[src/hw/rtl/ura_pkg.sv]
// Shared types, widths and constants for the ultrasonic range averager.
package ura_pkg;

    // Field and state widths
    localparam int TICK_W     = 16;
    localparam int COUNT_W    = 8;
    localparam int SUM_W      = 18;
    localparam int DIST_W     = 10;
    localparam int RAW_DIST_W = 11;  // width*343/20000 peaks at 1123
    localparam int CFG_IDX_W  = 2;
    localparam int CFG_DATA_W = 16;

    // Divider for the mean: distance sum over valid round count
    localparam int DIVIDEND_W = SUM_W;
    localparam int DIVISOR_W  = COUNT_W;
    localparam int DIV_CNT_W  = $clog2(DIVIDEND_W + 1);

    // cm = ticks * 343 / 20000 as (ticks * CM_RECIP) >> CM_SHIFT,
    // CM_RECIP = ceil(343 * 2^30 / 20000); exact for every 16-bit width
    localparam int CM_RECIP_W = 25;
    localparam int CM_SHIFT   = 30;
    localparam int CM_PROD_W  = TICK_W + CM_RECIP_W;

    typedef logic [TICK_W-1:0]     tick_t;
    typedef logic [COUNT_W-1:0]    count_t;
    typedef logic [SUM_W-1:0]      sum_t;
    typedef logic [DIST_W-1:0]     dist_t;
    typedef logic [RAW_DIST_W-1:0] raw_dist_t;
    typedef logic [DIVIDEND_W-1:0] dividend_t;
    typedef logic [DIVISOR_W-1:0]  divisor_t;
    typedef logic [DIV_CNT_W-1:0]  div_cnt_t;

    // Trigger pulse shape in ticks
    localparam tick_t PRE_LOW_TICKS = 16'd2;
    localparam tick_t HIGH_TICKS    = 16'd10;

    localparam logic [CM_RECIP_W-1:0] CM_RECIP = 25'd18414673;

    // Register reset values
    localparam count_t SAMPLE_COUNT_RST = 8'd4;
    localparam tick_t  TIMEOUT_RST      = 16'd60000;
    localparam tick_t  GAP_RST          = 16'd60000;
    localparam dist_t  MAX_DIST_RST     = 10'd400;

    // Register map
    typedef enum logic [CFG_IDX_W-1:0] {
        REG_SAMPLE_COUNT = 2'd0,
        REG_TIMEOUT      = 2'd1,
        REG_GAP          = 2'd2,
        REG_MAX_DIST     = 2'd3
    } cfg_idx_t;

endpackage

[src/hw/rtl/ura_div.sv]
// Bit-serial restoring divider, one quotient bit per cycle.
module ura_div (
    input  logic                 aclk,
    input  logic                 aresetn,
    input  logic                 start,
    input  ura_pkg::dividend_t   dividend,
    input  ura_pkg::divisor_t    divisor,
    output logic                 done,
    output ura_pkg::dividend_t   quotient
);

    logic                busy_reg, busy_next;
    logic                done_reg, done_next;
    ura_pkg::div_cnt_t   cnt_reg, cnt_next;
    ura_pkg::dividend_t  work_reg, work_next;
    ura_pkg::divisor_t   rem_reg, rem_next;
    ura_pkg::divisor_t   dsr_reg, dsr_next;

    logic [ura_pkg::DIVISOR_W:0] rem_shift;
    logic [ura_pkg::DIVISOR_W:0] rem_diff;
    logic                        fits;

    assign rem_shift = {rem_reg, work_reg[ura_pkg::DIVIDEND_W-1]};
    assign rem_diff  = rem_shift - {1'b0, dsr_reg};
    assign fits      = rem_shift >= {1'b0, dsr_reg};

    always_comb begin
        busy_next = busy_reg;
        done_next = 1'b0;
        cnt_next  = cnt_reg;
        work_next = work_reg;
        rem_next  = rem_reg;
        dsr_next  = dsr_reg;
        if (start) begin
            busy_next = 1'b1;
            cnt_next  = ura_pkg::div_cnt_t'(ura_pkg::DIVIDEND_W);
            work_next = dividend;
            rem_next  = '0;
            dsr_next  = divisor;
        end else if (busy_reg) begin
            // remainder stays below the divisor, so the top bit drops out
            rem_next  = fits ? rem_diff[ura_pkg::DIVISOR_W-1:0]
                             : rem_shift[ura_pkg::DIVISOR_W-1:0];
            work_next = {work_reg[ura_pkg::DIVIDEND_W-2:0], fits};
            cnt_next  = cnt_reg - 1'b1;
            if (cnt_reg == ura_pkg::div_cnt_t'(1)) begin
                busy_next = 1'b0;
                done_next = 1'b1;
            end
        end
    end

    always_ff @(posedge aclk) begin
        if (!aresetn) begin
            busy_reg <= 1'b0;
            done_reg <= 1'b0;
            cnt_reg  <= '0;
        end else begin
            busy_reg <= busy_next;
            done_reg <= done_next;
            cnt_reg  <= cnt_next;
        end
        work_reg <= work_next;
        rem_reg  <= rem_next;
        dsr_reg  <= dsr_next;
    end

    assign done     = done_reg;
    assign quotient = work_reg;

endmodule

[src/hw/rtl/ultrasonic_range_averager.sv]
// Top level of the ultrasonic range averager: tick sequencer, registers, result beat.
//
// One input beat is one 1 us tick carrying the sampled echo level and a start
// request; every input beat yields exactly one result beat carrying the trigger
// level, busy, done, the averaged distance and the no-valid flag. A start while
// idle runs sample_count ranging rounds (trigger low 2 ticks, high 10 ticks, wait
// for echo rise, count the echo width, both waits bounded by timeout_ticks, then
// gap_ticks idle ticks). The width converts to cm as width*343/20000, truncated,
// by a reciprocal multiply; distances below the distance limit are summed and
// counted, and the last round reports their truncated mean or no_valid. Ticks are
// processed one at a time and the block is not ready meanwhile: an ordinary tick
// passes through accept, then load of the result register; the tick where the
// echo falls goes through accept, multiply, range check and load, with round
// bookkeeping before the load when a zero gap also closes the round; a tick that
// closes the measurement with valid rounds runs the mean on the 18-step bit-serial
// divider. A stalled result channel delays the load. The result register lets the
// next tick be accepted while a result waits to be taken. Configuration is a plain
// write port (cfg_we, cfg_idx, cfg_wdata) and is to be written only while no tick
// is in flight.
module ultrasonic_range_averager (
    input  logic                              aclk,
    input  logic                              aresetn,
    // tick input channel
    input  logic                              s_valid,
    output logic                              s_ready,
    input  logic                              s_start_req,
    input  logic                              s_echo_level,
    // result channel
    output logic                              m_valid,
    input  logic                              m_ready,
    output logic                              m_trigger_level,
    output logic                              m_busy_res,
    output logic                              m_done_res,
    output logic [ura_pkg::DIST_W-1:0]        m_range_cm,
    output logic                              m_no_valid,
    // configuration writes
    input  logic                              cfg_we,
    input  logic [ura_pkg::CFG_IDX_W-1:0]     cfg_idx,
    input  logic [ura_pkg::CFG_DATA_W-1:0]    cfg_wdata
);

    // ranging phase, advanced once per tick
    typedef enum logic [2:0] {
        PH_IDLE,
        PH_PRE_LOW,
        PH_HIGH,
        PH_WAIT_RISE,
        PH_MEASURE,
        PH_GAP
    } phase_t;

    // per-tick sequencer
    typedef enum logic [2:0] {
        ST_IN,      // waiting for a tick
        ST_MUL,     // width times reciprocal into the cm register
        ST_DDIST,   // range check and sum
        ST_FIN,     // round bookkeeping
        ST_DAVG,    // waiting for the mean
        ST_OUT      // hand the result to the output register
    } seq_t;

    // configuration registers
    ura_pkg::count_t  sample_count_reg;
    ura_pkg::tick_t   timeout_reg;
    ura_pkg::tick_t   gap_reg;
    ura_pkg::dist_t   max_dist_reg;

    // ranging state
    seq_t             st_reg, st_next;
    phase_t           phase_reg, phase_next;
    ura_pkg::tick_t   tick_reg, tick_next;
    ura_pkg::tick_t   width_reg, width_next;
    ura_pkg::count_t  round_reg, round_next;
    ura_pkg::sum_t    sum_reg, sum_next;
    ura_pkg::count_t  valid_cnt_reg, valid_cnt_next;
    ura_pkg::raw_dist_t cm_reg, cm_next;

    // pending result of the tick in flight
    logic             res_trig_reg, res_trig_next;
    logic             res_done_reg, res_done_next;
    ura_pkg::dist_t   res_dist_reg, res_dist_next;
    logic             res_none_reg, res_none_next;

    // output register
    logic             m_valid_reg, m_valid_next;
    logic             m_trig_reg, m_trig_next;
    logic             m_busy_reg, m_busy_next;
    logic             m_done_reg, m_done_next;
    ura_pkg::dist_t   m_dist_reg, m_dist_next;
    logic             m_none_reg, m_none_next;

    // mean divider
    logic                 div_start;
    logic                 div_done;
    ura_pkg::dividend_t   div_dividend;
    ura_pkg::divisor_t    div_divisor;
    ura_pkg::dividend_t   div_quot;

    logic                 accept;
    logic                 round_end;
    logic                 out_free;
    ura_pkg::tick_t       tick_inc;
    ura_pkg::count_t      round_inc;
    logic [ura_pkg::CM_PROD_W-1:0] cm_prod;

    assign accept    = s_valid && s_ready;
    assign s_ready   = (st_reg == ST_IN);
    assign out_free  = !m_valid_reg || m_ready;
    assign tick_inc  = tick_reg + 1'b1;
    assign round_inc = round_reg + 1'b1;
    assign cm_prod   = width_reg * ura_pkg::CM_RECIP;

    // the divider only ever computes the mean
    assign div_dividend = sum_reg;
    assign div_divisor  = valid_cnt_reg;

    ura_div u_div (
        .aclk     (aclk),
        .aresetn  (aresetn),
        .start    (div_start),
        .dividend (div_dividend),
        .divisor  (div_divisor),
        .done     (div_done),
        .quotient (div_quot)
    );

    // configuration writes take effect at once
    always_ff @(posedge aclk) begin
        if (!aresetn) begin
            sample_count_reg <= ura_pkg::SAMPLE_COUNT_RST;
            timeout_reg      <= ura_pkg::TIMEOUT_RST;
            gap_reg          <= ura_pkg::GAP_RST;
            max_dist_reg     <= ura_pkg::MAX_DIST_RST;
        end else if (cfg_we) begin
            unique case (cfg_idx)
                ura_pkg::REG_SAMPLE_COUNT: begin
                    sample_count_reg <= cfg_wdata[ura_pkg::COUNT_W-1:0];
                end
                ura_pkg::REG_TIMEOUT: begin
                    timeout_reg <= cfg_wdata[ura_pkg::TICK_W-1:0];
                end
                ura_pkg::REG_GAP: begin
                    gap_reg <= cfg_wdata[ura_pkg::TICK_W-1:0];
                end
                ura_pkg::REG_MAX_DIST: begin
                    max_dist_reg <= cfg_wdata[ura_pkg::DIST_W-1:0];
                end
                default: begin
                end
            endcase
        end
    end

    always_comb begin
        st_next        = st_reg;
        phase_next     = phase_reg;
        tick_next      = tick_reg;
        width_next     = width_reg;
        round_next     = round_reg;
        sum_next       = sum_reg;
        valid_cnt_next = valid_cnt_reg;
        cm_next        = cm_reg;
        res_trig_next  = res_trig_reg;
        res_done_next  = res_done_reg;
        res_dist_next  = res_dist_reg;
        res_none_next  = res_none_reg;
        m_valid_next   = m_valid_reg;
        m_trig_next    = m_trig_reg;
        m_busy_next    = m_busy_reg;
        m_done_next    = m_done_reg;
        m_dist_next    = m_dist_reg;
        m_none_next    = m_none_reg;
        div_start      = 1'b0;
        round_end      = 1'b0;

        if (m_valid_reg && m_ready) begin
            m_valid_next = 1'b0;
        end

        unique case (st_reg)
            ST_IN: begin
                if (accept) begin
                    st_next       = ST_OUT;
                    res_trig_next = 1'b0;
                    res_done_next = 1'b0;
                    res_dist_next = '0;
                    res_none_next = 1'b0;
                    unique case (phase_reg)
                        PH_IDLE: begin
                            if (s_start_req) begin
                                round_next     = '0;
                                sum_next       = '0;
                                valid_cnt_next = '0;
                                width_next     = '0;
                                tick_next      = '0;
                                phase_next     = PH_PRE_LOW;
                            end
                        end
                        PH_PRE_LOW: begin
                            tick_next = tick_inc;
                            if (tick_inc >= ura_pkg::PRE_LOW_TICKS) begin
                                phase_next = PH_HIGH;
                                tick_next  = '0;
                            end
                        end
                        PH_HIGH: begin
                            res_trig_next = 1'b1;
                            tick_next     = tick_inc;
                            if (tick_inc >= ura_pkg::HIGH_TICKS) begin
                                phase_next = PH_WAIT_RISE;
                                tick_next  = '0;
                            end
                        end
                        PH_WAIT_RISE: begin
                            if (s_echo_level) begin
                                // a zero timeout fails right at the rise
                                if (timeout_reg == '0) begin
                                    round_end = 1'b1;
                                end else begin
                                    width_next = ura_pkg::tick_t'(1);
                                    phase_next = PH_MEASURE;
                                end
                            end else if (tick_reg >= timeout_reg) begin
                                round_end = 1'b1;
                            end else begin
                                tick_next = tick_inc;
                            end
                        end
                        PH_MEASURE: begin
                            if (s_echo_level) begin
                                if (width_reg >= timeout_reg) begin
                                    round_end = 1'b1;
                                end else begin
                                    width_next = width_reg + 1'b1;
                                end
                            end else begin
                                st_next = ST_MUL;
                            end
                        end
                        PH_GAP: begin
                            tick_next = tick_inc;
                            if (tick_inc >= gap_reg) begin
                                st_next = ST_FIN;
                            end
                        end
                        default: begin
                            phase_next = PH_IDLE;
                        end
                    endcase
                end
            end
            ST_MUL: begin
                cm_next = cm_prod[ura_pkg::CM_SHIFT +: ura_pkg::RAW_DIST_W];
                st_next = ST_DDIST;
            end
            ST_DDIST: begin
                if (cm_reg < {1'b0, max_dist_reg}) begin
                    sum_next       = sum_reg + ura_pkg::sum_t'(cm_reg);
                    valid_cnt_next = valid_cnt_reg + 1'b1;
                end
                round_end = 1'b1;
            end
            ST_FIN: begin
                round_next = round_inc;
                tick_next  = '0;
                // a wrapped round count also ends the measurement
                if (round_inc == '0 || round_inc >= sample_count_reg) begin
                    phase_next    = PH_IDLE;
                    res_done_next = 1'b1;
                    if (valid_cnt_reg == '0) begin
                        res_none_next = 1'b1;
                        res_dist_next = '0;
                        st_next       = ST_OUT;
                    end else begin
                        div_start = 1'b1;
                        st_next   = ST_DAVG;
                    end
                end else begin
                    phase_next = PH_PRE_LOW;
                    st_next    = ST_OUT;
                end
            end
            ST_DAVG: begin
                if (div_done) begin
                    res_dist_next = div_quot[ura_pkg::DIST_W-1:0];
                    st_next       = ST_OUT;
                end
            end
            ST_OUT: begin
                if (out_free) begin
                    m_valid_next = 1'b1;
                    m_trig_next  = res_trig_reg;
                    m_busy_next  = (phase_reg != PH_IDLE);
                    m_done_next  = res_done_reg;
                    m_dist_next  = res_dist_reg;
                    m_none_next  = res_none_reg;
                    st_next      = ST_IN;
                end
            end
            default: begin
                st_next = ST_IN;
            end
        endcase

        // round over: gap next, or straight to bookkeeping when gap is zero
        if (round_end) begin
            if (gap_reg == '0) begin
                st_next = ST_FIN;
            end else begin
                phase_next = PH_GAP;
                tick_next  = '0;
                st_next    = ST_OUT;
            end
        end
    end

    always_ff @(posedge aclk) begin
        if (!aresetn) begin
            st_reg        <= ST_IN;
            phase_reg     <= PH_IDLE;
            tick_reg      <= '0;
            width_reg     <= '0;
            round_reg     <= '0;
            sum_reg       <= '0;
            valid_cnt_reg <= '0;
            m_valid_reg   <= 1'b0;
        end else begin
            st_reg        <= st_next;
            phase_reg     <= phase_next;
            tick_reg      <= tick_next;
            width_reg     <= width_next;
            round_reg     <= round_next;
            sum_reg       <= sum_next;
            valid_cnt_reg <= valid_cnt_next;
            m_valid_reg   <= m_valid_next;
        end
        cm_reg       <= cm_next;
        res_trig_reg <= res_trig_next;
        res_done_reg <= res_done_next;
        res_dist_reg <= res_dist_next;
        res_none_reg <= res_none_next;
        m_trig_reg   <= m_trig_next;
        m_busy_reg   <= m_busy_next;
        m_done_reg   <= m_done_next;
        m_dist_reg   <= m_dist_next;
        m_none_reg   <= m_none_next;
    end

    assign m_valid         = m_valid_reg;
    assign m_trigger_level = m_trig_reg;
    assign m_busy_res      = m_busy_reg;
    assign m_done_res      = m_done_reg;
    assign m_range_cm      = m_dist_reg;
    assign m_no_valid      = m_none_reg;

    // divider results arrive only while the sequencer waits for the mean
    assert property (@(posedge aclk) disable iff (!aresetn)
        div_done |-> (st_reg == ST_DAVG))
        else $error("divider result with no consumer");

    // an accepted tick always leaves the input state
    assert property (@(posedge aclk) disable iff (!aresetn)
        (s_valid && s_ready) |=> (st_reg != ST_IN))
        else $error("tick accepted but not processed");

    // a finished measurement leaves the block idle
    assert property (@(posedge aclk) disable iff (!aresetn)
        (m_valid && m_done_res) |-> !m_busy_res)
        else $error("done beat while still busy");

    // no_valid only with done and a zero distance
    assert property (@(posedge aclk) disable iff (!aresetn)
        (m_valid && m_no_valid) |-> (m_done_res && m_range_cm == '0))
        else $error("no_valid beat inconsistent");

endmodule
[config.mk]
export PLATFORM = sky130hd
export DESIGN_NAME = ultrasonic_range_averager
export DESIGN_NICKNAME = d
export VERILOG_FILES = /design/src/hw/rtl/ura_pkg.sv /design/src/hw/rtl/ura_div.sv /design/src/hw/rtl/ultrasonic_range_averager.sv
export SDC_FILE = /design/constraint.sdc
export NUM_CORES = 1
export LEC_CHECK = 0
export BUFFER_PORTS_ARGS = -buffer_cell sky130_fd_sc_hd__buf_4
export CORE_MARGIN = 2
export CORE_UTILIZATION = 50
export CTS_CLUSTER_SIZE = 28
export DETAILED_ROUTE_END_ITERATION = 10
export MAX_ROUTING_LAYER = met4
export PLACE_DENSITY_LB_ADDON = 0.12
export REMOVE_ABC_BUFFERS = 1
export SLEW_MARGIN = 20
export SYNTH_ARGS = -nofsm -noshare
export SYNTH_HDL_FRONTEND = slang
export SYNTH_HIERARCHICAL = 1
export SYNTH_SLANG_ARGS = --single-unit
[constraint.sdc]
create_clock -name aclk -period 14.8 [get_ports aclk]
set_clock_uncertainty 0.15 [all_clocks]
set_input_delay 4.44 -clock aclk [delete_from_list [all_inputs] [get_ports aclk]]
set_output_delay 4.44 -clock aclk [all_outputs]
set_load 0.02 [all_outputs]
==> impl_table.tex, run 1 <==
\begin{tabular}{lr}
\hline
Metric & Value \\
\hline
\multicolumn{2}{l}{\textbf{Outcome}} \\
Status & finished, final reports clean \\
\multicolumn{2}{l}{\textbf{Worst setup path}} \\
Crit-path max FO & 11 \\
Worst EP arrival & 7110 ps \\
Worst reg-to-reg path cell count & 19 \\
Slowest library cell on the worst path & a2111oi\_1 \\
Crit path required time & about 15000 ps \\
Largest incremental delay on the critical path & approximately 800 ps \\
Source of the critical timing path & width\_reg[7] \\
Endpoint of the worst setup timing path & cm\_reg[10] \\
Worst r2r src & width\_reg[7] \\
Critical setup path kind & flop to flop \\
Gate family responsible for the most delay along the worst path & adder cells \\
Most common cell type on the critical path & fa\_1 \\
Critical Path, Cell by Cell & fa\_1, ha\_1, inv\_1, fa\_1, inv\_1, fa\_1, inv\_1, fa\_1, fa\_1, inv\_1, ha\_1, a211oi\_1, o21ai\_0, a2111oi\_0, a31oi\_1, a2111oi\_1, o31ai\_1, a31oi\_1, xnor2\_1 \\
Crit. path cell count & 19 \\
Bufs and invs on worst path & 4 \\
Critical R2R Capture & cm\_reg[10] \\
Critical path startpoint category & flop \\
Worst setup slack for register-to-register paths & 7810 ps \\
Category of the worst setup path capture point & flop \\
\multicolumn{2}{l}{\textbf{Global routing}} \\
Antenna violations before repair & 0 \\
Congestion Overflow GR & 0 \\
Global-route usage over all layers & 0.2360 \\
Via count of the first global-routing pass & approximately 12000 \\
First-pass GRT wire length & around 65000 um \\
Pin count of the biggest net entering global routing & between 40 and 50 \\
\multicolumn{2}{l}{\textbf{Run}} \\
Max-cap violation count & 0 \\
\multicolumn{2}{l}{\textbf{Floorplan}} \\
Height of the die & around 190 um \\
Starting utilization of the core area & 0.5110 \\
Row cnt & between 60 and 70 \\
Core Footprint & roughly 33000 sq um \\
Die footprint & $\sim$35000 sq um \\
Number of placed I/O pins & between 40 and 50 \\
Die X & $\sim$190 um \\
\multicolumn{2}{l}{\textbf{Cells and area}} \\
Diodes inserted & 0 \\
Fraction of final layout cells with drive strength greater than 1 & 0.07730 \\
Total Nets Final & 2199 \\
Filler Cells Inserted & roughly 3000 \\
Final Instance Count excl. Fillers & roughly 2300 \\
Layout-stage area growth over the synthesis result & 8.670\% \\
\multicolumn{2}{l}{\textbf{Placed design}} \\
Half-perimeter wire length after detailed placement & about 31000 um \\
Placed Instances & roughly 2200 \\
Port-buffer cells & 40 \\
Routability congestion estimate & around 0.90 \\
\multicolumn{2}{l}{\textbf{Clocking}} \\
CTS tree & yes \\
Clock sink total & 202 \\
Num CTS Buffers & 22 \\
Clock Latency Late Sink & between 500 and 600 ps \\
Clock tree buffer depth & 3 \\
Post\_cts resized & 0 \\
CTS Hold Bufs & 0 \\
\# Post-CTS Setup Buffers & 0 \\
\# H-tree levels & 1 \\
Clock root cell & clkbuf\_16 \\
Register clock-pin slew on the reported worst setup and hold paths & about 60 ps \\
\multicolumn{2}{l}{\textbf{Timing}} \\
Final Hold Viols & 0 \\
Setup violations, final & 0 \\
Transition at the pin with the smallest max-transition slack & approximately 1000 ps \\
Slew HR & 0.3290 \\
Shortest clock period the worst path allows after layout & between 6000 and 7000 ps \\
RSZ-0062 raised after global routing & no \\
Setup tns final & 0 ps \\
Final cycle utilization of the critical path & 0.4723 \\
Fmax & about 0.14 GHz \\
Max-slew violation count & 0 \\
\multicolumn{2}{l}{\textbf{Detailed routing}} \\
Detailed-routing iteration count for the pre-antenna-repair pass & 5 \\
Final routed DRC violation total & 0 \\
Number of DRC markers after the initial detailed-route iteration & 778 \\
Routed len/inst & between 15 and 20 um \\
Vias & 12550 \\
Remaining antenna violation count & 0 \\
Average vias per placed instance & about 5.5 \\
Total wire length after detailed routing & 39370 um \\
\multicolumn{2}{l}{\textbf{Pwr}} \\
Leak Pwr & around 0.0087 uW \\
Power density over the cells & between 80 and 90 nW/um\^{}2 \\
Peak supply drop & between 70 and 80 uV \\
\multicolumn{2}{l}{\textbf{Yosys}} \\
Async set-reset flop share out of synthesis & 0 \\
Share of the yosys chip area belonging to registers & 0.2803 \\
Mean post-synth cell area & between 9 and 10 sq um \\
Synthesized flop and latch total & approximately 200 \\
Number of warnings printed during yosys synthesis & 6 \\
Synth Cell Area & between 15000 and 20000 sq um \\
Count of flip-flops with a built-in enable after synthesis & 64 \\
Distinct cell type count after synthesis & 90 \\
Commonest register cell after synthesis & dfxtp\_1 \\
Cells after Synth & between 1500 and 2000 \\
\multicolumn{2}{l}{\textbf{Hold path}} \\
Path type of the worst min-delay path & flop to flop \\
\hline
\end{tabular}
worst min-delay path by stage:
stage | from | to | slack (ps) | cells after the start
after global placement | res_dist_reg[0] | m_range_cm[0] | 250 | 0
after CTS | res_dist_reg[0] | m_range_cm[0] | 270 | 0
after detailed placement | res_dist_reg[5] | m_range_cm[5] | 250 | 0
after global routing | res_dist_reg[8] | m_range_cm[8] | 280 | 0
final | res_dist_reg[3] | m_range_cm[3] | 270 | 0
after floorplan | res_done_reg | m_done_res | 250 | 0
routing by layer:
layer	track usage	routed length (um)	vias to the layer above
met2	0.3802	18240	266
li1	-	-	6235
met4	0.05769	858	0
met1	0.3198	18490	5987
met5	-	0	-
met3	0.02552	1781	61
through the flow:
step	hold WS [ps]	util	power, uW	setup WS (ps)	area (sq um)
after floorplan	250.3	-	906.2	8334	16450
after global placement	251.8	0.5314	1015	7791	17380
after detailed placement	254.5	0.5314	1020	7696	17380
after CTS	271.3	0.5553	1611	7753	18160
after global routing	276.2	0.5553	1677	7255	18160
final	268.7	0.5553	1599	7810	18160
kinds of logic (layout without fill, tap and decap cells):
kind of cell	Yosys count	count (layout)	synth area share
xor gates and xnor gates	64	64	0.03354
and+or+nand+nor	508	508	0.1527
AOI/OAI and AO/OA	325	325	0.1301
adders and majority gates	353	353	0.3115
DFF	202	202	0.2803
buffers and inverters	330	363	0.07734
muxes	22	22	0.01453
placed cells by master (no fill, tap or decap), types with 15 or more instances in the layout:
master / count
mux2_2: 18
a21oi_1: 110
o21ai_0: 34
nand4_1: 20
xor2_1: 27
dfxtp_1: 138
xnor2_1: 37
edfxtp_1: 64
fa_1: 105
nand3_1: 50
nand2b_1: 15
and3_1: 20
nand2_1: 162
a21o_1: 30
ha_1: 248
nor3_1: 23
nor4_1: 20
nor2_1: 103
clkbuf_16: 23
buf_4: 48
o211ai_1: 22
a211oi_1: 17
a31oi_1: 15
inv_1: 271
report_power, final:
part | switching (uW) | internal (uW) | leakage [uW]
clock network | 227 | 362 | 0.000384
registers | 49.4 | 637 | 0.00172
logic | 207 | 117 | 0.00658
Yosys cell counts, types with 4 or more instances:
cell type | number | area share
or4_1 | 6 | 0.0027
nor2b_1 | 12 | 0.0045
inv_1 | 271 | 0.061
a31oi_1 | 15 | 0.0056
buf_4 | 7 | 0.0031
and3_1 | 20 | 0.0075
clkbuf_1 | 40 | 0.0090
a211oi_1 | 17 | 0.0076
o21a_1 | 8 | 0.0036
nor3_1 | 24 | 0.0072
and2_1 | 9 | 0.0034
fa_1 | 105 | 0.13
edfxtp_1 | 64 | 0.12
nand2b_1 | 15 | 0.0056
dfxtp_1 | 138 | 0.17
o21bai_1 | 4 | 0.0018
o211ai_1 | 22 | 0.0099
ha_1 | 248 | 0.19
o21ai_0 | 34 | 0.010
a22oi_1 | 7 | 0.0031
nand3_1 | 50 | 0.015
nand3b_1 | 9 | 0.0040
nor2_1 | 104 | 0.023
o31ai_1 | 11 | 0.0049
mux2_2 | 18 | 0.012
nor4b_1 | 4 | 0.0021
nand4_1 | 20 | 0.0075
nand2_1 | 162 | 0.036
mux2i_1 | 4 | 0.0024
buf_2 | 4 | 0.0012
xor2_1 | 27 | 0.014
nor4_1 | 20 | 0.0075
or2_2 | 13 | 0.0049
a311oi_1 | 4 | 0.0021
nor3b_1 | 12 | 0.0054
o21ai_1 | 4 | 0.0012
a21boi_0 | 13 | 0.0058
or3_1 | 9 | 0.0034
a21oi_1 | 110 | 0.033
a21o_1 | 30 | 0.013
a221oi_1 | 4 | 0.0021
xnor2_1 | 37 | 0.019
cell type report:
type | count | area [sq um] | area share
sequential | 202 | 4684 | 0.2580
timing repair buffer | 48 | 360.3 | 0.01984
multi-input combinational | 1272 | 10750 | 0.5918
clock inverter | 7 | 120.1 | 0.006614
clock buffer | 33 | 663.1 | 0.03652
inverter | 275 | 1032 | 0.05684
tap | 442 | 553.0 | 0.03045
(Power assumes the default switching activity.)
==> run 2, diff against run 1 <==
Clock period 14.8 ns to 5.6 ns, I/O delays scaled along.
==> run 2 against run 1 <==
The run now ends with negative setup slack left. Clock-buffer cell count is 5 lower. Cell area up 6.3%. Final cell count grew 4.8%. Combinational power rose to 2.8 times the previous value. Register-to-register slack got worse by 8100 ps. Maximum frequency is 19% higher. Die area did not move. Clock power is 120% higher. Via count grew 3.2%. Worst setup slack worse by 8100 ps. Flip-flop and latch count did not move. Sequential share of layout area down 1.5 points. Critical endpoint is now cm_reg[6]. Largest cell class unchanged.
==> impl_table.tex, run 2 (synthesis gave the netlist of run 1 again) <==
\begin{tabular}{lr}
\hline
Metric & Value \\
\hline
\multicolumn{2}{l}{\textbf{Outcome}} \\
Status & complete, but fails checks \\
Violated checks & negative setup slack \\
\multicolumn{2}{l}{\textbf{Global routing}} \\
Antenna violations before repair & 0 (unchanged) \\
Congestion Overflow GR & 0 (unchanged) \\
Pin count of the biggest net entering global routing & 43 (-2.3\%) \\
First-pass GRT wire length & 68080 um (+5.0\%) \\
Via count of the first global-routing pass & 13360 (+7.9\%) \\
Global-route usage over all layers & 0.2459 (+0.009929) \\
\multicolumn{2}{l}{\textbf{Floorplan}} \\
Height of the die & 186.8 um (unchanged) \\
Die X & 186.8 um (unchanged) \\
Row cnt & 66 (unchanged) \\
Starting utilization of the core area & 0.5110 (unchanged) \\
Die footprint & 34900 sq um (unchanged) \\
Number of placed I/O pins & 41 (unchanged) \\
Core Footprint & 32700 sq um (unchanged) \\
\multicolumn{2}{l}{\textbf{Pwr}} \\
Combinational share of power & 0.222 (+0.019) \\
Clock share of power & 0.329 (-0.039) \\
Peak supply drop & 208.6 uV (+170\%) \\
Sequential cell fraction of total power & 0.449 (+0.020) \\
Net switching power of the design & 1273 uW (+160\%) \\
Internal Dissipation & 2736 uW (+150\%) \\
Power density over the cells & 207.6 nW/um\^{}2 (+140\%) \\
Switching part of the total power & 0.3175 (+0.01563) \\
Leak Pwr & 0.009164 uW (+5.6\%) \\
\multicolumn{2}{l}{\textbf{Run}} \\
Max-cap violation count & 0 (unchanged) \\
\multicolumn{2}{l}{\textbf{Cells and area}} \\
Most frequent standard cell in the layout excluding fill and tap cells & inv\_1 \\
Most used cells in the layout excluding fill and tap cells & inv\_1, ha\_1, nand2\_1 \\
Fraction of final layout cells with drive strength greater than 1 & 0.1696 (+0.09228) \\
Final Instance Count excl. Fillers & 2388 (+4.8\%) \\
Layout-stage area growth over the synthesis result & 15.54\% \\
Diodes inserted & 0 (unchanged) \\
Filler Cells Inserted & 2897 (-3.3\%) \\
Total Nets Final & 2308 (+5.0\%) \\
\multicolumn{2}{l}{\textbf{Timing}} \\
Final hold slack & 266.4 ps (-2.293 ps) \\
Transition at the pin with the smallest max-transition slack & 985.3 ps (-20.04 ps) \\
Fmax & 0.1696 GHz (+19\%) \\
Max-slew violation count & 0 (unchanged) \\
Worst path setup slack after routing & -297.0 ps (-8107 ps) \\
Final Hold Viols & 0 (unchanged) \\
Shortest clock period the worst path allows after layout & 5897 ps (-1093 ps) \\
Final cycle utilization of the critical path & 1.053 (+0.5808) \\
Setup violations, final & 10 (+10) \\
Slew HR & 0.3424 (+0.01337) \\
RSZ-0062 raised after global routing & yes \\
\multicolumn{2}{l}{\textbf{Clocking}} \\
Num CTS Buffers & 22 (unchanged) \\
CTS Hold Bufs & 0 (unchanged) \\
CTS tree & yes \\
Clock Latency Late Sink & 510 ps (about the same) \\
Clock root cell & clkbuf\_16 \\
Register clock-pin slew on the reported worst setup and hold paths & 60 ps (about the same) \\
\# H-tree levels & 1 (unchanged) \\
Clock sink total & 202 (unchanged) \\
Clock tree buffer depth & 3 (unchanged) \\
\multicolumn{2}{l}{\textbf{Detailed routing}} \\
Final routed DRC violation total & 0 (unchanged) \\
Routed len/inst & 16.98 um (-1.7\%) \\
Detailed-routing iteration count for the pre-antenna-repair pass & 5 (unchanged) \\
Remaining antenna violation count & 0 (unchanged) \\
Number of DRC markers after the initial detailed-route iteration & 721 (-7.3\%) \\
Total wire length after detailed routing & 40550 um (+3.0\%) \\
Vias & 12950 (+3.2\%) \\
Average vias per placed instance & 5.423 (-1.5\%) \\
\multicolumn{2}{l}{\textbf{Hold path}} \\
Number of cells traversed by the worst hold path & 0 (unchanged) \\
Path type of the worst min-delay path & flop to flop \\
\multicolumn{2}{l}{\textbf{Worst setup path}} \\
Critical path startpoint category & flop \\
Critical setup path kind & flop to flop \\
Crit path required time & 5710 ps (-9210 ps) \\
Category of the worst setup path capture point & flop \\
Worst EP arrival & 6010 ps (-1100 ps) \\
Worst reg-to-reg path cell count & 21 (+2) \\
Crit-path max FO & 3 (-8) \\
\multicolumn{2}{l}{\textbf{Placed design}} \\
Port-buffer cells & 40 (unchanged) \\
Routability congestion estimate & 0.8914 (-0.75\%) \\
Half-perimeter wire length after detailed placement & 31690 um (+3.4\%) \\
Placed Instances & 2339 (+4.5\%) \\
\hline
\end{tabular}
run 2: changes by cell type in the layout (fill, tap and decap cells not counted), sizes merged:
cell / delta
buf: +109
bufinv: -3
clkbuf: -5
clkinv: +6
clkinvlp: +2
run 2: metrics by stage:
stage                     total power [uW]    util  area, sq um  worst slack, ps  TNS (ps)
after detailed placement              2706  0.5544        18130           -654.8     -4809
after global routing                  4214  0.5905        19310           -460.6     -3391
after global placement                2685  0.5543        18130           -689.6     -4897
after CTS                             4037  0.5847        19120           -245.3     -1303
after floorplan                       2395       -        16450           -616.2     -3444
final                                 4009  0.5905        19310           -297.0     -1572
run 2: area by class of cell:
class	instances	area, sq um	share of cell area
Timing Repair Buffer	157	1197	0.06201
Tap cell	442	553.0	0.02864
Sequential cell	202	4701	0.2435
Clock buffer	28	573.1	0.02968
Inverter	275	1032	0.05346
Clock inverter	12	70.07	0.003629
Multi-Input combinational cell	1272	11180	0.5791
run 2: worst paths after layout:
check | start | end | slack, ps
max | width_reg[8] | cm_reg[6] | -300
min | res_dist_reg[1] | m_range_cm[1] | 270
max reg2reg | width_reg[8] | cm_reg[6] | -300
min reg2reg | res_dist_reg[1] | m_range_cm[1] | 270
run 2: layer usage:
layer  track usage  wire length [um]  vias to the layer above
met5             -                 0                        -
met2        0.4114             19610                      256
met4       0.06319               897                        0
met3       0.02777              1856                       64
li1              -                 -                     6469
met1        0.3186             18190                     6160
run 2: what timing repair did:
item                                    4_1_cts  5_1_grt
pin swaps                                    48       56
gates resized for setup                      58       49
endpoints found under the setup margin       11       11
setup buffers                                 5        6
run 2: power by group through the flow:
stage                     registers (uW)  clock network (uW)  logic (uW)
after detailed placement            1830                   0         875
after floorplan                     1810                   0         585
after CTS                           1800                1350         888
final                               1800                1320         892
after global routing                1820                1400         993
after global placement              1830                   0         855
run 2: critical path, stage by stage, from the launching register on:
cell	delay (ps)
dfxtp_2	330
fa_2	510
ha_4	290
inv_1	50
fa_1	560
inv_2	40
fa_1	500
inv_2	40
fa_1	500
fa_1	510
inv_2	50
ha_4	210
a211oi_2	220
o21ai_1	130
a2111oi_2	370
a31oi_1	150
buf_4	190
a2111oi_4	270
buf_4	200
o31ai_4	80
buf_4	150
xor2_1	130
==> run 3, diff against run 2 <==
Settings changed: REMOVE_ABC_BUFFERS 1 to unset.
==> run 3 against run 2 <==
The flow still finishes with violations (negative setup slack). Register-to-register slack is essentially flat. Wire length grew 0.31%. First-iteration DRC count shrank 3.2%. Flip-flop and latch count is the same. Power grew 8.1%. Non-clock buffer count shrank 23. Worst setup slack gained 5.7 ps. Sequential power is essentially flat. Die area is the same. Clock-buffer cell count grew 1. Core utilization shrank 0.21 points.
==> impl_table.tex, run 3 (synthesis gave the netlist of run 1 again) <==
\begin{tabular}{lr}
\hline
Metric & Value \\
\hline
\multicolumn{2}{l}{\textbf{Detailed routing}} \\
Number of DRC markers after the initial detailed-route iteration & 698 (-3.2\%) \\
Total wire length after detailed routing & 40680 um (+0.31\%) \\
Vias & 13020 (+0.58\%) \\
Final routed DRC violation total & 0 (unchanged) \\
Average vias per placed instance & 5.502 (+1.5\%) \\
Remaining antenna violation count & 0 (unchanged) \\
Routed len/inst & 17.18 um (+1.2\%) \\
Detailed-routing iteration count for the pre-antenna-repair pass & 5 (unchanged) \\
\multicolumn{2}{l}{\textbf{Worst setup path}} \\
Critical setup path kind & flop to flop \\
Most common cell type on the critical path & inv\_2 \\
Largest incremental delay on the critical path & 600 ps (+40 ps) \\
Critical path startpoint category & flop \\
Worst r2r src & width\_reg[5] \\
Worst EP arrival & 6000 ps (about the same) \\
Critical R2R Capture & cm\_reg[7] \\
Crit path required time & 5710 ps (about the same) \\
Crit-path max FO & 3 (unchanged) \\
Category of the worst setup path capture point & flop \\
Critical Path, Cell by Cell & fa\_2, inv\_2, fa\_1, inv\_2, fa\_1, inv\_2, fa\_2, inv\_2, fa\_2, fa\_1, inv\_2, ha\_4, nand2\_4, nor4\_2, nand3\_1, a31oi\_4, a2111oi\_4, o31ai\_2, a21oi\_1, xnor2\_1 \\
Worst setup slack for register-to-register paths & -290 ps (about the same) \\
Slowest library cell on the worst path & fa\_2 \\
Worst reg-to-reg path cell count & 20 (-4.8\%) \\
\multicolumn{2}{l}{\textbf{Cells and area}} \\
Final Instance Count excl. Fillers & 2367 (-0.88\%) \\
Diodes inserted & 0 (unchanged) \\
Most frequent standard cell in the layout excluding fill and tap cells & inv\_1 \\
Fraction of final layout cells with drive strength greater than 1 & 0.1610 (-0.008540) \\
Layout-stage area growth over the synthesis result & 15.12\% \\
Total Nets Final & 2286 (-0.95\%) \\
Final standard cell area without fillers & 19240 sq um (-0.36\%) \\
Most used cells in the layout excluding fill and tap cells & inv\_1, ha\_1, nand2\_1 \\
\multicolumn{2}{l}{\textbf{Hold path}} \\
Number of cells traversed by the worst hold path & 0 (unchanged) \\
Min-Delay Endpoint & m\_range\_cm[4] \\
Worst Min Path Start & res\_dist\_reg[4] \\
Path type of the worst min-delay path & flop to flop \\
\multicolumn{2}{l}{\textbf{Timing}} \\
Final Hold Viols & 0 (unchanged) \\
Setup tns final & -1557 ps (+14.91 ps) \\
Slew HR & 0.3609 (+0.01846) \\
Worst path setup slack after routing & -291.3 ps (+5.700 ps) \\
RSZ-0062 raised after global routing & yes \\
Shortest clock period the worst path allows after layout & 5891 ps (-5.700 ps) \\
Max-slew violation count & 0 (unchanged) \\
Final cycle utilization of the critical path & 1.052 (about the same) \\
Transition at the pin with the smallest max-transition slack & 955.2 ps (-30.16 ps) \\
Fmax & 0.1697 GHz (about the same) \\
Final hold slack & 271.1 ps (+4.653 ps) \\
Setup violations, final & 9 (-1) \\
\multicolumn{2}{l}{\textbf{Placed design}} \\
Placed cell area & 18150 sq um (+0.12\%) \\
Placed Instances & 2322 (-0.73\%) \\
Port-buffer cells & 40 (unchanged) \\
Setup slack at placement & -398.3 ps (+256.5 ps) \\
Routability congestion estimate & 0.8938 (+0.27\%) \\
Half-perimeter wire length after detailed placement & 31640 um (-0.15\%) \\
\multicolumn{2}{l}{\textbf{Clocking}} \\
CTS Hold Bufs & 0 (unchanged) \\
Clock Latency Late Sink & 510 ps (about the same) \\
Clock tree buffer depth & 3 (unchanged) \\
Clock sink total & 202 (unchanged) \\
Num CTS Buffers & 23 (+4.5\%) \\
Register clock-pin slew on the reported worst setup and hold paths & 60 ps (about the same) \\
Clock root cell & clkbuf\_16 \\
\# H-tree levels & 1 (unchanged) \\
CTS tree & yes \\
\multicolumn{2}{l}{\textbf{Yosys}} \\
Mapped Nets & $\sim$2200 \\
\multicolumn{2}{l}{\textbf{Run}} \\
Max-cap violation count & 0 (unchanged) \\
\multicolumn{2}{l}{\textbf{Floorplan}} \\
Starting utilization of the core area & 0.5110 (unchanged) \\
Number of placed I/O pins & 41 (unchanged) \\
Height of the die & 186.8 um (unchanged) \\
Row cnt & 66 (unchanged) \\
Core Footprint & 32700 sq um (unchanged) \\
Die footprint & 34900 sq um (unchanged) \\
Die X & 186.8 um (unchanged) \\
\multicolumn{2}{l}{\textbf{Global routing}} \\
Via count of the first global-routing pass & 12940 (-3.1\%) \\
First-pass GRT wire length & 67430 um (-0.96\%) \\
Global-route usage over all layers & 0.2442 (-0.001701) \\
Antenna violations before repair & 0 (unchanged) \\
Congestion Overflow GR & 0 (unchanged) \\
Pin count of the biggest net entering global routing & 44 (+2.3\%) \\
\multicolumn{2}{l}{\textbf{Pwr}} \\
Leak Pwr & 0.009114 uW (-0.54\%) \\
Peak supply drop & 225.9 uV (+8.2\%) \\
Power density over the cells & 225.3 nW/um\^{}2 (+8.5\%) \\
\multicolumn{2}{l}{\textbf{Outcome}} \\
Status & complete, but fails checks \\
Violated checks & negative setup slack \\
\hline
\end{tabular}
## run 3: area by class of cell
type                       count  area, sq um
clock inverter                13        196.4
timing repair buffer         134         1010
sequential                   202         4717
multi-input combinational   1272        11110
inverter                     275         1032
fill                        2909        13460
clock buffer                  29        618.1
tap                          442        553.0
## run 3: worst max-delay path by stage
stage                 start        end  slack, ps  cells after the start
2_1_floorplan  width_reg[8]  cm_reg[7]          1                     19
4_1_cts        width_reg[6]  cm_reg[6]       -330                     20
5_1_grt        width_reg[5]  cm_reg[7]       -420                     20
3_5_place_dp   width_reg[5]  cm_reg[6]       -400                     21
3_3_place_gp   width_reg[5]  cm_reg[6]       -320                     21
6_report       width_reg[5]  cm_reg[7]       -290                     20
## run 3: power by group
part	switching [uW]	internal, uW	total, uW	leakage, uW
clock	620	1010	1630	0.000393
combinational	571	331	902	0.00699
sequential	121	1680	1800	0.00173
total	1310	3020	4330	0.00911
## run 3: routing by layer
metal	vias up	routed length (um)	track usage
met1	6302	19370	0.3363
met5	-	0	-
met4	0	739	0.05525
met3	51	1553	0.01895
li1	6413	-	-
met2	258	19010	0.3948
## run 3: what timing repair did
item | 4_1_cts | 5_1_grt
endpoints found under the setup margin | 11 | 11
buffers inserted | 2 | 2
resized for setup | 33 | 26
pin swaps | 39 | 49
hold endpoints to repair | 0 | 0
## run 3: through the flow
step | utilization | power (uW)
3_5_place_dp | 0.5551 | 2720
4_1_cts | 0.5855 | 4368
6_report | 0.5883 | 4335
3_3_place_gp | 0.5551 | 2692
2_1_floorplan | - | 2435
5_1_grt | 0.5883 | 4545
## run 3: worst max-delay path: cells and delay by family, from the launching register on
| family | cells | cell delay (ps) |
|---|---|---|
| DFF | 1 | 350 |
| xor gates and xnor gates | 1 | 130 |
| buffers and inverters | 5 | 230 |
| and+or+nand+nor | 3 | 470 |
| adders and majority gates | 7 | 3420 |
| AOI/OAI and AO/OA | 4 | 890 |
